File: src/hw/rtl/tlc_pkg.sv
// package: shared constants, codes and types of the two-level cache tag block
package tlc_pkg;

  localparam int DEF_ADDR_BITS   = 32;
  localparam int DEF_L1_MAX_SETS = 64;
  localparam int DEF_L1_MAX_WAYS = 4;
  localparam int DEF_L2_MAX_SETS = 1024;
  localparam int DEF_L2_MAX_WAYS = 8;

  localparam int APB_AW = 5;

  localparam logic [2:0] REG_BLOCK_BITS     = 3'd0;
  localparam logic [2:0] REG_L1_SET_BITS    = 3'd1;
  localparam logic [2:0] REG_L1_WAY_BITS    = 3'd2;
  localparam logic [2:0] REG_L2_SET_BITS    = 3'd3;
  localparam logic [2:0] REG_L2_WAY_BITS    = 3'd4;
  localparam logic [2:0] REG_WRITE_ALLOCATE = 3'd5;

  localparam logic [3:0] RST_BLOCK_BITS     = 4'd4;
  localparam logic [2:0] RST_L1_SET_BITS    = 3'd6;
  localparam logic [1:0] RST_L1_WAY_BITS    = 2'd2;
  localparam logic [3:0] RST_L2_SET_BITS    = 4'd10;
  localparam logic [1:0] RST_L2_WAY_BITS    = 2'd3;
  localparam logic       RST_WRITE_ALLOCATE = 1'b1;

  typedef enum logic [1:0] {
    OP_TOUCH,
    OP_FILL,
    OP_REMOVE
  } set_op_t;

  typedef struct packed {
    logic hit;
    logic victim;
  } set_res_t;

  typedef enum logic [2:0] {
    ST_CLEAR,
    ST_IDLE,
    ST_L1_RD,
    ST_L1_EVAL,
    ST_L2_EVAL,
    ST_BI_RD,
    ST_BI_EVAL,
    ST_DONE
  } state_t;

endpackage

File: src/hw/rtl/tlc_set_ops.sv
// set row logic: tag lookup, lru touch, fill with victim choice, removal
module tlc_set_ops import tlc_pkg::*; #(
  parameter int WAYS = 4,
  parameter int RW   = 2,
  parameter int TW   = 32
) (
  input  set_op_t                   op,
  input  logic [RW-1:0]             ways_m1,
  input  logic [TW-1:0]             tag,
  input  logic [WAYS*(1+RW+TW)-1:0] row_in,
  output logic [WAYS*(1+RW+TW)-1:0] row_out,
  output set_res_t                  res,
  output logic [TW-1:0]             vtag
);

  localparam int WW = (WAYS > 1) ? $clog2(WAYS) : 1;

  logic          v  [WAYS];
  logic [RW-1:0] rk [WAYS];
  logic [TW-1:0] tg [WAYS];
  logic          nv [WAYS];
  logic [RW-1:0] nr [WAYS];
  logic [TW-1:0] nt [WAYS];

  always_comb begin
    for (int w = 0; w < WAYS; w++) begin
      v[w]  = row_in[w];
      rk[w] = row_in[WAYS + w*RW +: RW];
      tg[w] = row_in[WAYS + WAYS*RW + w*TW +: TW];
    end
  end

  always_comb begin
    logic [WAYS-1:0] used;
    logic [WAYS-1:0] match;
    logic [WW-1:0]   hw;
    logic [WW-1:0]   pick;
    logic            found;
    logic [RW-1:0]   r;
    hw    = '0;
    pick  = '0;
    found = 1'b0;
    r     = '0;
    for (int w = 0; w < WAYS; w++) begin
      used[w]  = RW'(w) <= ways_m1;
      match[w] = used[w] && v[w] && (tg[w] == tag);
    end
    for (int w = WAYS-1; w >= 0; w--) begin
      if (match[w]) begin
        hw = WW'(w);
      end
      if (used[w] && !v[w]) begin
        pick  = WW'(w);
        found = 1'b1;
      end
    end
    if (!found) begin
      pick = '0;
      for (int w = 1; w < WAYS; w++) begin
        if (used[w] && (rk[w] > rk[pick])) begin
          pick = WW'(w);
        end
      end
    end
    for (int w = 0; w < WAYS; w++) begin
      nv[w] = v[w];
      nr[w] = rk[w];
      nt[w] = tg[w];
    end
    unique case (op)
      OP_TOUCH: begin
        r = rk[hw];
        for (int w = 0; w < WAYS; w++) begin
          if (used[w] && (WW'(w) != hw) && v[w] && (rk[w] < r)) begin
            nr[w] = rk[w] + RW'(1);
          end
        end
        nr[hw] = '0;
      end
      OP_FILL: begin
        for (int w = 0; w < WAYS; w++) begin
          if (used[w] && (WW'(w) != pick) && v[w] && (rk[w] < ways_m1)) begin
            nr[w] = rk[w] + RW'(1);
          end
        end
        nt[pick] = tag;
        nv[pick] = 1'b1;
        nr[pick] = '0;
      end
      OP_REMOVE: begin
        r = rk[hw];
        for (int w = 0; w < WAYS; w++) begin
          if (used[w] && (WW'(w) != hw) && v[w] && (rk[w] > r)) begin
            nr[w] = rk[w] - RW'(1);
          end
        end
        nv[hw] = 1'b0;
        nr[hw] = '0;
      end
      default: begin
      end
    endcase
    res.hit    = |match;
    res.victim = !found;
    vtag       = tg[pick];
  end

  always_comb begin
    for (int w = 0; w < WAYS; w++) begin
      row_out[w]                          = nv[w];
      row_out[WAYS + w*RW +: RW]          = nr[w];
      row_out[WAYS + WAYS*RW + w*TW +: TW] = nt[w];
    end
  end

endmodule

File: config.mk
export PLATFORM = sky130hd
export DESIGN_NAME = tlc_set_ops
export DESIGN_NICKNAME = d
export VERILOG_FILES = /design/src/hw/rtl/tlc_pkg.sv /design/src/hw/rtl/tlc_set_ops.sv
export SDC_FILE = /design/constraint.sdc
export NUM_CORES = 1
export LEC_CHECK = 0
export BUFFER_PORTS_ARGS = -buffer_cell sky130_fd_sc_hd__buf_2
export CORE_AREA = 8 8 128 130
export DETAILED_ROUTE_END_ITERATION = 7
export DIE_AREA = 0 0 136 138
export GPL_ROUTABILITY_DRIVEN = 0
export PLACE_DENSITY = 0.76
export RECOVER_POWER = 100
export SETUP_SLACK_MARGIN = 0.15
export SYNTH_ARGS = -nofsm -noshare
export SYNTH_HDL_FRONTEND = slang
export SYNTH_SLANG_ARGS = --single-unit
File: constraint.sdc
create_clock -name vclk -period 4.81
set_clock_uncertainty 0.05 [all_clocks]
set_input_delay 0.2405 -clock vclk [all_inputs]
set_output_delay 0.2405 -clock vclk [all_outputs]
set_load 0.005 [all_outputs]
# Word level (Yosys, flattened, before mapping)
# Index checks and enable logic that the tools add are counted.
[op_classes]
order_cmp = 25
n_reduce_logical = 54
bitwise = 12
addsub = 8
mux = 68
eq_ne = 12
[op_table]
columns = ["cell", "n"]
rows = [
  ["bitwise mux 128 bit", 1],
  ["== test 32 bit", 4],
  ["two-way mux 128 bit", 1],
  ["two-way mux 32 bit", 3],
  ["two-way mux 2 bit", 45],
  ["binary-select mux 32 bit (select 2 bit)", 1],
  ["demux 32 bit (select 2 bit)", 1],
  ["logical AND 1 bit", 45],
  ["bitwise AND 8 bit", 3],
  ["case mux 8 bit (3 select lines)", 1],
  ["less-than comparator 2 bit", 8],
  ["inverter 8 bit", 2],
  ["greater-than comparator 2 bit", 7],
  ["binary-select mux 2 bit (select 2 bit)", 3],
  [">= comparator 3 bit, second input constant", 4],
  ["inverter 2 -> 3 bit", 4],
  ["adder 2 x 1 -> 2 bit, second input constant", 4],
  ["demux 2 bit (select 2 bit)", 2],
  ["!= test 2 bit, first input constant", 4],
  ["case mux 4 bit (2 select lines)", 1],
  ["subtractor 2 x 1 -> 2 bit, second input constant", 4],
  ["two-way mux 1 bit", 7],
  ["less-than comparator 3 x 1 -> 1 bit, second input constant", 2],
  ["zero test 1 bit", 5],
  ["12 further kinds", 17],
]
[totals]
ff_bits = 0
wordCells = 179

# Logic depth before layout (Yosys ltp)
# Gate-level depths: netlist (run 1).
[depth]
ltp_word = 31
depth_mapped = 21

# Least setup slack after synthesis (run 1)
# No wires, ideal clock.
[synth_path]
path_type = "input-to-output"
from = "input port row_in[5]"
to = "output port row_out[12]"
path_stages = 20
t_required_ns = 4.519
slack_ns = 0.665
n_path_buf = 3
arrival_ns = 3.854
path_cell_list = "inv_1 > ha_1 > nor2b_1 > o211ai_2 > nor2_1 > a21oi_1 > ha_1 > nor2b_1 > o211ai_2 > mux2_2 > ha_1 > nand2_1 > o2111ai_1 > nand3_1 > and2_1 > clkbuf_1 > or3_1 > buf_2 > buf_6 > mux2_4"
[synth_between]
elab_chain_len = 27
word_cells_on_any_way = 28
classes_between = "order compare: 5; mux: 16; bitwise: 3; reduce/logical: 4"
[synth_lines]
columns = ["element", "line_no", "rtl"]
rows = [
  ["start: declaration", "tlc_set_ops.sv:10", "input logic [WAYS*(1+RW+TW)-1:0] row_in,"],
  ["greater-than comparator 2 bit", "tlc_set_ops.sv:60", "if (used[w] && (rk[w] > rk[pick])) begin"],
  ["logical AND 1 bit", "tlc_set_ops.sv:60", ""],
  ["two-way mux 1 bit", "tlc_set_ops.sv:60", ""],
  ["two-way mux 2 bit", "tlc_set_ops.sv:57", "if (!found) begin"],
  ["inverter 2 -> 3 bit (implied by the code)", "tlc_set_ops.sv:60", ""],
  ["binary-select mux 2 bit (select 2 bit)", "tlc_set_ops.sv:60", ""],
  ["two-way mux 2 bit (implied by the code) (2 in series)", "tlc_set_ops.sv:60", ""],
  ["greater-than comparator 2 bit", "tlc_set_ops.sv:60", ""],
  ["(+10 left out)", "--", ""],
  ["two-way mux 2 bit *", "tlc_set_ops.sv:57", ""],
  ["inverter 2 -> 3 bit (implied by the code) *", "tlc_set_ops.sv:86", "nt[pick] = tag;"],
  [">= comparator 3 bit (implied by the code) or less-than comparator 3 x 1 -> 1 bit (tied branches)", "tlc_set_ops.sv:86", ""],
  ["logical AND 1 bit (implied by the code)", "tlc_set_ops.sv:86", ""],
  ["two-way mux 32 bit (implied by the code)", "tlc_set_ops.sv:86", ""],
  ["demux 32 bit (select 2 bit) *", "tlc_set_ops.sv:86", ""],
  ["bitwise mux 128 bit *", "tlc_set_ops.sv:86", ""],
  ["two-way mux 128 bit *", "tlc_set_ops.sv:70", "unique case (op)"],
  ["end: declaration", "tlc_set_ops.sv:11", "output logic [WAYS*(1+RW+TW)-1:0] row_out,"],
]
# Mark *: on every way between the ends. The rest lies on a longest branch, timed or not. The select of a mux whose other input is x is not followed.

# Worst setup path in the final report (run 1)
[layout_path]
from = "input port row_in[5]"
to = "output port row_out[97]"
# The elaborated chain is that of the path after synthesis.

==> results of run 1 <==
logic make-up (layout without fill, tap and decap cells):
kind of cell	after synthesis	count (layout)	synth area share (%)
AO/OA/AOI/OAI	142	142	17.0
multiplexers	168	168	34.0
other	0	1	0
buffers and inverters	92	409	7.82
XOR/XNOR	129	129	19.7
AND/OR/NAND/NOR	171	171	16.7
adder cells (fa/ha/maj)	22	22	4.79
cell type report:
type / count / area [sq um] / share of cell area, %
inverter: 21 / 83.8 / 1.06
tap: 184 / 230 / 2.91
antenna: 1 / 2.50 / 0.0317
timing repair buffer: 388 / 2180 / 27.6
multi-input combinational: 632 / 5410 / 68.4
metal layers:
layer	share of wire [%]	wire (microns)	GRT usage, %
met1	37	10800	31.6
met5	0	0	0
met3	7.9	2340	4.46
met4	6.0	1750	12.6
met2	50	14600	50.6
power groups by stage:
stage	Clock, uW	Sequential, uW	Combinational [uW]
after global routing	0.0000278	0	993
after floorplan	0	0	487
after detailed placement	0	0	863
after CTS	0	0	899
final	0.0000278	0	933
after global placement	0	0	852
how the worst max path moves through the flow:
| stage | startpoint | to | slack (ps) | depth (start not counted) |
|---|---|---|---|---|
| after global placement | row_in[5] | row_out[112] | 150 | 21 |
| final | row_in[5] | row_out[97] | 190 | 23 |
| after global routing | tag[13] | row_out[5] | 50 | 16 |
| after CTS | row_in[5] | row_out[73] | 120 | 22 |
| after detailed placement | row_in[5] | row_out[112] | -7 | 21 |
| after floorplan | row_in[5] | row_out[12] | 670 | 20 |
critical path, stage by stage:
cell	delay, ps
buf_12	100
inv_6	40
ha_4	250
nor2b_4	130
o211ai_2	110
buf_4	170
a21oi_4	170
ha_4	230
nor2b_4	130
o211ai_2	190
buf_4	150
mux2_2	320
ha_1	270
nand2_1	70
o2111ai_2	160
and2_4	190
a31oi_4	230
buf_6	140
nor2_1	60
nand2_2	100
clkbuf_4	330
mux2_2	400
buf_2	140
cell usage in the layout (no fill, tap or decap), types with 19 or more instances in the layout:
| cell type | instances |
|---|---|
| xor2_1 | 85 |
| mux2_4 | 25 |
| nor2b_1 | 37 |
| mux2_2 | 82 |
| mux2_1 | 22 |
| nor4_1 | 21 |
| a211oi_1 | 34 |
| ha_1 | 19 |
| buf_2 | 303 |
| nor2_1 | 20 |
| nand2_1 | 26 |
| mux2i_1 | 39 |
| xnor2_1 | 44 |
| clkbuf_1 | 42 |
| a21oi_1 | 41 |
| inv_1 | 19 |
Yosys cell counts, drive strengths merged, types with 22 or more instances:
| master | n |
|---|---|
| a211oi | 36 |
| xor2 | 85 |
| nor2b | 39 |
| nor2 | 22 |
| a21oi | 43 |
| buf | 53 |
| nor4 | 23 |
| mux2 | 129 |
| ha | 22 |
| nand2 | 27 |
| mux2i | 39 |
| xnor2 | 44 |
stage by stage:
step / power, uW / setup TNS, ps / hold slack [ps]
floorplan: 487 / 0 / 495
global placement: 852 / 0 / 759
detailed placement: 863 / -8.50 / 767
CTS: 899 / 0 / 767
global route: 993 / 0 / 776
finish: 933 / 0 / 754
repair_timing:
item | CTS | global route
gates resized for setup | 10 | 39
gates cloned | 3 | 4
pin swaps | 3 | 13
endpoints found under the setup margin | 143 | 169
buffers inserted | 7 | 6
==> run_results.csv, run 1 <==
group,metric,value,unit
detailed_routing,ant_nets,0,
layout,layout-drive-gt1-share,46.4,%
place,hpwl,23400,microns
timing,clock.fmax,216,MHz
layout,area_delta_synth_final,37.6,%
timing,fin_ws,189,ps
timing,period_share,96.1,%
critical_path,critical_path_required,4520,ps
floorplanning,die_area,18800,sq um
layout,design_area,7910,sq um
power,vdd_drop_max,0.0000788,V
synth,synth_top_area_share,16.1,%
global_route,grt_antenna_before_repair,1,
detailed_routing,first_pass_iters,5,
critical_path,worstSetupPathType,"input pin to primary output",
timing,layout_min_cycle_time,4620,ps
detailed_routing,vias_per_cell,5.88,
synth,ys_seq_area_share,0,%
detailed_routing,drc,0,
synth,yosys.area.top_type,"mux2_2",
place,dpl_worst_slack,-6.63,ps
layout,nFillCells,1391,
place,dpl_cell_area,7610,sq um
layout,nClkBuffers,0,
timing,slew-limit-headroom,43.7,%
timing,finalSetupViolCount,0,
global_route,grt_use_total,28.2,%
power,p_clk_share,0,%
timing,rsz0062_at_grt,"false",
power,combPwrFrac,100.0,%
power,leakage,0.00362,uW
global_route,first_global_vias,7211,
critical_path,critPathLaunchType,"input pin",
synth,syn_avg_cell_area,7.94,sq um
hold_path,hp-start,"row_in[12]",
timing,hold_viol,0,
status,status,"complete, no violations",
synth,yosys_warnings,0,
layout,final-seq-area,0,sq um
power,switching_power,507,uW
place,place_inst,1205,
synth,synth_cells,724,
global_route,grt_pass1_wl,42200,microns
floorplanning,core_area,14300,sq um
synth,synth_fp_nets,922,
synth,synth_area_leaders,"mux2_2 (16%), xor2_1 (13%), mux2_4 (7.8%), mux2i_1 (6.8%), xnor2_1 (6.7%)",
detailed_routing,drtIter0Drc,403,
global_route,grt-ovfl-total,0,
critical_path,crit_path_max_fanout,16,
layout,fin_util,55.2,%
timing,tightest_slew,845,ps
synth,synth_area,5750,sq um
layout,final_cells,1226,
place,port_buffers,350,
detailed_routing,totalWireLength,29500,microns
global_route,grt_start_max_net_pins,49,
floorplanning,pin_count,350,
detailed_routing,avgRoutedWirePerCell,24.0,microns
power,powerDensity,118,nW/um^2
synth,ys_types,60,
hold_path,holdPathEnd,"row_out[12]",
hold_path,min_path_cells,3,
critical_path,end_kind,"primary output",
layout,nets,1241,
critical_path,cp.arrival,4330,ps
hold_path,hp-class,"input pin to primary output",
floorplanning,die_y,138,microns
floorplanning,rows,44,
floorplanning,initial_utilization,40.1,%
power,internal_power,426,uW
clocking,cts-hold-fix-buffers,0,
power,swShare,54.3,%
timing,drv_slew,0,
floorplanning,die_w,136,microns
flow_run,maxCapViolCount,0,
power,pwr-share-seq,0,%
detailed_routing,dr_total_vias,7209,
layout,seq_cell_count,0,
No activity file was read; power rests on OpenSTA's default activity.
==> run 2: changes to the inputs <==
--- a/config.mk
+++ b/config.mk
@@ -5,12 +5,11 @@
 export SDC_FILE = /design/constraint.sdc
 export NUM_CORES = 1
 export LEC_CHECK = 0
-export BUFFER_PORTS_ARGS = -buffer_cell sky130_fd_sc_hd__buf_2
-export CORE_AREA = 8 8 128 130
+export CORE_AREA = 8 8 130 132
 export DETAILED_ROUTE_END_ITERATION = 7
-export DIE_AREA = 0 0 136 138
+export DIE_AREA = 0 0 138 140
+export DONT_BUFFER_PORTS = 1
 export GPL_ROUTABILITY_DRIVEN = 0
-export PLACE_DENSITY = 0.76
 export RECOVER_POWER = 100
 export SETUP_SLACK_MARGIN = 0.15
 export SYNTH_ARGS = -nofsm -noshare
==> run 2 against run 1 <==
Net effect:
- cell count fell by 30%
- sequential share of layout area did not move
- wire length decreased by 9.0%
- critical path depth shrank 3
- first-iteration DRC count is 14% lower
- non-clock buffer count down 370
- final area fell by 27%
- via count shrank 23%
- critical path type unchanged
- critical endpoint is now row_out[11]
- largest power group unchanged
==> run_results.csv, run 2 (same netlist as run 1, synthesis figures left out) <==
group,metric,value,unit
global_route,grt_antenna_before_repair,0,
power,powerDensity,101,nW/um^2
layout,mostFrequentLayoutCell,"xor2_1",
detailed_routing,totalWireLength,26800,microns
timing,finalSetupTns,0,ps
timing,hold_viol,0,
global_route,grt_start_max_net_pins,58,
layout,area_delta_synth_final,0.653,%
status,status,"complete, no violations",
floorplanning,die_w,138,microns
critical_path,cp.arrival,4320,ps
timing,fin_ws,202,ps
critical_path,crit_path_max_fanout,46,
detailed_routing,dr_total_vias,5519,
layout,fin_util,38.9,%
floorplanning,pin_count,350,
critical_path,end_kind,"primary output",
floorplanning,die_area,19300,sq um
layout,layout-drive-gt1-share,15.8,%
global_route,grt-ovfl-total,0,
critical_path,critPathLaunchType,"input pin",
detailed_routing,drtIter0Drc,345,
timing,drv_slew,0,
timing,whs,503,ps
layout,seq_cell_count,0,
place,dpl_worst_slack,229,ps
power,leakage,0.00214,uW
flow_run,maxCapViolCount,0,
detailed_routing,first_pass_iters,5,
detailed_routing,vias_per_cell,6.42,
detailed_routing,drc,0,
global_route,grt_pass1_wl,38000,microns
timing,layout_min_cycle_time,4610,ps
detailed_routing,avgRoutedWirePerCell,31.2,microns
global_route,grt_use_total,25.0,%
critical_path,worstSetupPathType,"input pin to primary output",
floorplanning,initial_utilization,38.7,%
detailed_routing,ant_nets,0,
timing,rsz0062_at_grt,"true",
timing,slew-limit-headroom,32.8,%
timing,finalSetupViolCount,0,
floorplanning,rows,45,
layout,final-seq-area,0,sq um
layout,nets,871,
global_route,first_global_vias,5445,
critical_path,endpoint,"row_out[11]",
layout,mostFrequentLayoutCells,"xor2_1 (85), mux2_1 (61), mux2_2 (54)",
floorplanning,die_y,140,microns
place,port_buffers,0,
clocking,cts-hold-fix-buffers,0,
timing,tightest_slew,995,ps
hold_path,hp-class,"input pin to primary output",
place,hpwl,22400,microns
timing,period_share,95.8,%
power,vdd_drop_max,0.0000398,V
critical_path,startpoint,"row_in[5]",
floorplanning,core_area,14900,sq um
timing,clock.fmax,217,MHz
layout,diodes,0,
critical_path,critical_path_required,4520,ps
layout,nClkBuffers,0,
[run 2: cell count changes in the layout (fill, tap and decap cells not counted), sizes merged]
cell	change
buf	-324
clkbuf	-46
diode	-1
[run 2: cell type report]
class | instances | area [sq um]
fill | 1598 | 9080
multi-input combinational | 632 | 5270
tap | 188 | 235
timing repair buffer | 18 | 205
inverter | 21 | 78.8
[run 2: worst max-delay path, cell delays in order]
cell	delay (ps)
inv_1	60
ha_1	310
nor2b_1	140
o211ai_2	250
nor2_1	80
a21oi_1	200
ha_1	280
nor2b_1	140
o211ai_2	260
mux2_2	370
ha_1	180
nor2b_1	140
o2111ai_2	150
and2_4	200
a31oi_4	280
clkbuf_1	190
buf_12	250
a221oi_1	120
o21ai_0	210
o211ai_1	230
[run 2: stage by stage]
step | power [uW] | cell area (sq um) | instances
2_1_floorplan | 487 | 5750 | 724
3_3_place_gp | 587 | 5760 | 855
3_5_place_dp | 589 | 5760 | 855
4_1_cts | 592 | 5760 | 855
5_1_grt | 631 | 5780 | 859
6_report | 585 | 5780 | 859
[run 2: metal layers]
metal  up-vias  share of wire (%)  GRT usage (%)
li1       2533                  -              -
met1      2685                 37           27.1
met2       273                 53           47.5
met3        28                8.5           6.80
met4         0                2.2           4.18
met5         -                  0              0
[run 2: how the worst min path moves through the flow]
stage | startpoint | end | slack [ps] | depth (start not counted)
3_5_place_dp | ways_m1[0] | res[0] | 510 | 1
5_1_grt | ways_m1[0] | res[0] | 510 | 1
4_1_cts | ways_m1[0] | res[0] | 510 | 1
2_1_floorplan | ways_m1[0] | res[0] | 490 | 1
6_report | ways_m1[0] | res[0] | 500 | 1
3_3_place_gp | ways_m1[0] | res[0] | 510 | 1
[run 2: timing repair]
| item | CTS | global route |
|---|---|---|
| endpoints found under the setup margin | 0 | 100 |
| hold endpoints to repair | 0 | 0 |
| setup buffers | 0 | 3 |
| gates resized for setup | 0 | 17 |
[run 2: report_power, final]
part	switching (uW)	leakage (uW)	internal, uW
registers	0	0	0
clock network	0	0	0
logic	332	0.00214	253
total	332	0.00214	253
